===== src/rtl/core/utm_pkg.sv =====
// ---------------------------------------------------------------------------
// utm_pkg: shared types and constants of the UTF-8 text extent measurer
// Glyph table size, function and status codes, controller states and the
// command/status bundles between controller and datapath.
// ---------------------------------------------------------------------------
`default_nettype none
package utm_pkg;

  localparam int unsigned TABLE_ENTRIES = 128;
  localparam int unsigned IDX_W = (TABLE_ENTRIES > 1) ? $clog2(TABLE_ENTRIES) : 1;
  localparam int unsigned CNT_W = $clog2(TABLE_ENTRIES + 1);

  localparam int unsigned CODE_W = 21;
  localparam int unsigned ADV_W  = 16;
  localparam int unsigned CFG_W  = 16;
  localparam int unsigned CFG_IDX_W = 1;

  localparam logic [CFG_IDX_W-1:0] CFG_SCALE       = 1'd0;
  localparam logic [CFG_IDX_W-1:0] CFG_LINE_HEIGHT = 1'd1;
  localparam logic [CFG_W-1:0] SCALE_RESET       = 16'd256;
  localparam logic [CFG_W-1:0] LINE_HEIGHT_RESET = 16'd614;

  localparam logic [7:0] LEAD1_MASK = 8'h80;
  localparam logic [7:0] LEAD2_MASK = 8'hE0;
  localparam logic [7:0] LEAD2_VAL  = 8'hC0;
  localparam logic [7:0] LEAD2_BITS = 8'h1F;
  localparam logic [7:0] CONT_BITS  = 8'h3F;
  localparam logic [7:0] LEAD3_MASK = 8'hF0;
  localparam logic [7:0] LEAD3_BITS = 8'h0F;
  localparam logic [7:0] LEAD4_MASK = 8'hF8;
  localparam logic [7:0] LEAD4_BITS = 8'h07;
  localparam logic [CODE_W-1:0] LINE_FEED = 21'd10;

  typedef enum logic [1:0] {
    FUNC_STORE  = 2'd0,
    FUNC_BYTE   = 2'd1,
    FUNC_FINISH = 2'd2,
    FUNC_NONE   = 2'd3
  } func_t;

  localparam logic [1:0] STAT_STORED = 2'd0;
  localparam logic [1:0] STAT_FULL   = 2'd1;
  localparam logic [1:0] STAT_MEAS   = 2'd2;

  typedef enum logic [2:0] {
    RES_HOLD,
    RES_STORED,
    RES_FULL,
    RES_MEAS,
    RES_EMPTY
  } res_t;

  typedef enum logic [3:0] {
    ST_IDLE,
    ST_DISPATCH,
    ST_DECODE,
    ST_TAKE,
    ST_RD,
    ST_CMP,
    ST_FMAX,
    ST_MUL,
    ST_REPORT,
    ST_OUT
  } state_t;

  typedef struct packed {
    logic load;
    logic decode;
    logic key_partial;
    logic scan_start;
    logic idx_inc;
    logic write_hit;
    logic write_new;
    logic add_adv;
    logic newline;
    logic fmax;
    logic mul;
    logic clear_text;
    res_t res;
    logic emit;
  } cmd_t;

  typedef struct packed {
    func_t func;
    logic  glyph_zero;
    logic  cp_done;
    logic  key_nl;
    logic  scan_end;
    logic  hit;
    logic  full;
    logic  any_seen;
    logic  pending_nz;
    logic  out_busy;
  } sts_t;

endpackage
`default_nettype wire


===== src/rtl/core/utm_ctrl.sv =====
// ---------------------------------------------------------------------------
// utm_ctrl: controller of the text extent measurer
// Sequences decode, table scan, line bookkeeping, scaling and result hand-off.
// ---------------------------------------------------------------------------
`default_nettype none
module utm_ctrl (
  input  wire logic clk,
  input  wire logic rst_n,
  input  wire logic in_valid,
  output logic      in_ready,
  input  wire utm_pkg::sts_t sts,
  output utm_pkg::cmd_t cmd
);
  import utm_pkg::*;

  state_t state_r, state_nxt, after;

  always_ff @(posedge clk) begin
    if (!rst_n) begin
      state_r <= ST_IDLE;
    end else begin
      state_r <= state_nxt;
    end
  end

  always_comb begin
    cmd = '0;
    cmd.res = RES_HOLD;
    in_ready = 1'b0;
    state_nxt = state_r;
    // finish resumes with the report, a text byte returns to idle
    after = (sts.func == FUNC_FINISH) ? ST_FMAX : ST_IDLE;
    case (state_r)
      ST_IDLE: begin
        in_ready = 1'b1;
        if (in_valid) begin
          cmd.load = 1'b1;
          state_nxt = ST_DISPATCH;
        end
      end
      ST_DISPATCH: begin
        case (sts.func)
          FUNC_STORE: begin
            if (sts.glyph_zero) begin
              state_nxt = ST_IDLE;
            end else begin
              cmd.scan_start = 1'b1;
              state_nxt = ST_RD;
            end
          end
          FUNC_BYTE: state_nxt = ST_DECODE;
          FUNC_FINISH: begin
            if (!sts.any_seen) begin
              cmd.res = RES_EMPTY;
              cmd.clear_text = 1'b1;
              state_nxt = ST_OUT;
            end else if (sts.pending_nz) begin
              cmd.key_partial = 1'b1;
              state_nxt = ST_TAKE;
            end else begin
              state_nxt = ST_FMAX;
            end
          end
          default: state_nxt = ST_IDLE;
        endcase
      end
      ST_DECODE: begin
        cmd.decode = 1'b1;
        state_nxt = sts.cp_done ? ST_TAKE : ST_IDLE;
      end
      ST_TAKE: begin
        if (sts.key_nl) begin
          cmd.newline = 1'b1;
          state_nxt = after;
        end else begin
          cmd.scan_start = 1'b1;
          state_nxt = ST_RD;
        end
      end
      ST_RD: begin
        if (sts.scan_end) begin
          if (sts.func == FUNC_STORE) begin
            if (sts.full) begin
              cmd.res = RES_FULL;
            end else begin
              cmd.write_new = 1'b1;
              cmd.res = RES_STORED;
            end
            state_nxt = ST_OUT;
          end else begin
            state_nxt = after;
          end
        end else begin
          state_nxt = ST_CMP;
        end
      end
      ST_CMP: begin
        if (sts.hit) begin
          if (sts.func == FUNC_STORE) begin
            cmd.write_hit = 1'b1;
            cmd.res = RES_STORED;
            state_nxt = ST_OUT;
          end else begin
            cmd.add_adv = 1'b1;
            state_nxt = after;
          end
        end else begin
          cmd.idx_inc = 1'b1;
          state_nxt = ST_RD;
        end
      end
      ST_FMAX: begin
        cmd.fmax = 1'b1;
        state_nxt = ST_MUL;
      end
      ST_MUL: begin
        cmd.mul = 1'b1;
        state_nxt = ST_REPORT;
      end
      ST_REPORT: begin
        cmd.res = RES_MEAS;
        cmd.clear_text = 1'b1;
        state_nxt = ST_OUT;
      end
      ST_OUT: begin
        if (!sts.out_busy) begin
          cmd.emit = 1'b1;
          state_nxt = ST_IDLE;
        end
      end
      default: state_nxt = ST_IDLE;
    endcase
  end

endmodule
`default_nettype wire


===== config.mk =====
export PLATFORM = sky130hd
export DESIGN_NAME = utm_ctrl
export DESIGN_NICKNAME = d
export VERILOG_FILES = /design/src/rtl/core/utm_pkg.sv /design/src/rtl/core/utm_ctrl.sv
export SDC_FILE = /design/constraint.sdc
export NUM_CORES = 1
export LEC_CHECK = 0
export BUFFER_PORTS_ARGS = -buffer_cell sky130_fd_sc_hd__buf_4
export CAP_MARGIN = 20
export CORE_UTILIZATION = 35
export CTS_BUF_LIST = sky130_fd_sc_hd__clkbuf_2
export DETAILED_ROUTE_END_ITERATION = 8
export HOLD_SLACK_MARGIN = 0.03
export PLACE_DENSITY_LB_ADDON = 0.25
export RECOVER_POWER = 50
export SYNTH_ARGS = -nofsm -noshare
export SYNTH_HDL_FRONTEND = slang
export SYNTH_SLANG_ARGS = --single-unit

===== constraint.sdc =====
create_clock -name clk -period 2.1 [get_ports clk]
set_input_delay 0.21 -clock clk [delete_from_list [all_inputs] [get_ports clk]]
set_output_delay 0.21 -clock clk [all_outputs]
set_load 0.005 [all_outputs]

==> impl_metrics.ini <==
[setup_path]
worstPathMaxFanout = 17
crit_path_end_kind = output port
critPathKind = register to output port
crit_cells = 5
max_stage_delay_ns = 0.48
path_cells = nor2_4 > nand4_2 > or4b_1 > a21oi_1 > buf_4
cp_top_family = simple AND/OR/NAND/NOR gates
worst-r2r-cell-count = 5
crit_slowest_cell = or4b_1
cp.arrival_ns = 1.72
critPathRequiredTime_ns = 1.89
critical_path_buf_inv_count = 1
cp-start-kind = register

[min_path]
hp-class = input pin to register
min_path_cells = 3

[synthesis]
yosys.area.top_type = dfxtp_1
syn_area_per_cell_um2 = 6.89
synth_fp_nets = 97
ys_types = 36
synth_area_leaders = dfxtp_1 14%, nor2_1 7.2%, o21ai_0 6.1%
ys_ff_latch = 4
yosysSeqAreaShare_pct = 14.0
syn_inst = 83
synth_ff_type = dfxtp_1
netlist_area_um2 = 572
yosysWarnings = 0
synth_edf_count = 0
async_reset_ff_share_pct = 0
synth_top_area_share_pct = 14.0

[pwr]
clockPowerShare_pct = 23.7
combPwrFrac_pct = 44.9
ir_drop_v = 0.000299
switching_power_w = 0.000125
power_density_mw_per_mm2 = 382
leakagePower_nw = 0.393
switching_share_pct = 39.3
total_power_w = 0.000318
seqPwrFrac_pct = 31.4
p_int_w = 0.000193

[placement]
gp_congestion = 0.891
portBuffers = 30
dp_hpwl_um = 1450

[global_route]
grt_usage_pct = 21.4
grt_pass1_wl_um = 2960
grt_max_degree = 18
grt_overflow = 0
grt_pass1_vias = 684
antenna_found_initial = 0

[finish]
layout_common_cells = 33 x buf_4, 11 x nor2_1, 8 x nand2_1
area_growth_pct = 45.7
largest_reg_flops = 4
drive_above_1_share_pct = 40.9
regMostFlops = state_r
nFillCells = 159
final_nets = 131
diodes = 0
final_common_cell = buf_4
top_regs = state_r: 4 flops

[detailed_routing]
wl_um = 1890
drc = 0
drtIter0Drc = 16
viasPerCell = 5.95
antenna_left = 0
vias = 780
wire_per_inst_um = 14.4
dr.pass1.iters = 4

[clock_network]
cts_made_buffers = 3
h-tree-depth = 1
cts.sinks = 4
clk_path_buf_depth = 2
clkSlewWorstSetupHoldPaths_ns = 0.05
cts_tree = built
cts_hold_buffers = 0
post_cts_buffers = 0
clock_latency_ns = 0.21
cts_root_buf = clkbuf_2

[timing]
min_period_over_period_pct = 92.0
fmaxAchievable_ghz = 0.518
skew_ns = 0.00929
setup_tns_ns = 0
slew_violations = 0
hold_viol_final = 0
setup_viol = 0
rsz0062_at_grt = false
min_period_ns = 1.93
worst_pin_slew_ns = 0.394
relSlewSlack_pct = 73.6

[job]
maxCapViolCount = 0

[floorplanning]
die_h_um = 42.4
core_mm2 = 0.00152
die_area_mm2 = 0.00180
ios = 31
start_util_pct = 37.5
die_w_um = 42.4
rows = 14

[run_status]
status = completed
## metal layers
| metal | global-route usage (%) | vias up | wire [um] |
|---|---|---|---|
| met4 | 2.50 | 0 | 14 |
| li1 | - | 376 | - |
| met2 | 35.1 | 44 | 904 |
| met5 | 0 | - | 0 |
| met1 | 26.8 | 358 | 815 |
| met3 | 9.05 | 2 | 153 |
## power groups by stage
stage,Combinational [W],Sequential [W],Clock [W]
floorplan,0.0000947,0.0000865,0
global placement,0.000138,0.0000992,0
detailed placement,0.000140,0.000100,0
CTS,0.000141,0.0000988,0.0000778
global route,0.000154,0.000101,0.0000857
finish,0.000143,0.0000999,0.0000756
## per-stage QoR
| stage | hold slack [ns] | setup WS [ns] | utilization (%) | area (um2) | instances |
|---|---|---|---|---|---|
| final | 0.267 | 0.169 | 54.7 | 833 | 131 |
| after global routing | 0.257 | 0.0449 | 54.7 | 833 | 131 |
| after CTS | 0.266 | 0.0351 | 54.6 | 832 | 131 |
| after global placement | 0.496 | 0.344 | 53.6 | 817 | 128 |
| after detailed placement | 0.487 | 0.286 | 53.6 | 817 | 128 |
| after floorplan | 0.338 | 0.584 | - | 572 | 83 |
## cells in the mapped netlist, types with 2 or more instances
cell type  instances
nor2_1            11
nand2_1            8
o21ai_0            7
nand2b_1           5
nor3_1             5
dfxtp_1            4
inv_1              4
nand3_1            4
buf_4              3
a41oi_1            2
and3_1             2
clkbuf_1           2
nor2_4             2
nor2b_1            2
## cell families (layout without fill, tap and decap cells)
family          after synthesis  after routing  synth area share (%)
simple gates                 49             49                  50.5
flops                         4              4                  14.0
buf+inv                       9             41                  7.88
mux                           1              1                  1.97
compound gates               20             20                  25.6
## worst reg2reg max path, delay by kind of cell (launching register included)
family                 cells  cell delay (ns)
AOI/OAI and AO/OA          2             0.47
and+or+nand+nor            2             0.29
DFF                        1             0.49
buffers and inverters      1             0.22
## cell type report
cell class / instances / area (um2) / share of cell area [%]
sequential: 4 / 81.3 / 9.76
clock buffer: 3 / 15.0 / 1.80
multi-input combinational: 70 / 447 / 53.6
inverter: 4 / 15.0 / 1.80
tap: 16 / 20.0 / 2.40
timing repair buffer: 34 / 255 / 30.6
## final timing paths
check                                start         end  slack, ns
worst min-delay path                 rst_n  state_r[0]       0.27
worst min register to register  state_r[3]  state_r[1]       0.65
worst max register to register  state_r[3]  state_r[2]       0.51
worst max-delay path            state_r[0]      cmd[2]       0.17
## repair_timing
action / in CTS / in global routing
hold endpoints to repair: 0 / 0
gates resized for setup: 0 / 1
setup endpoints to repair: 0 / 3
(Power assumes the default switching activity.)
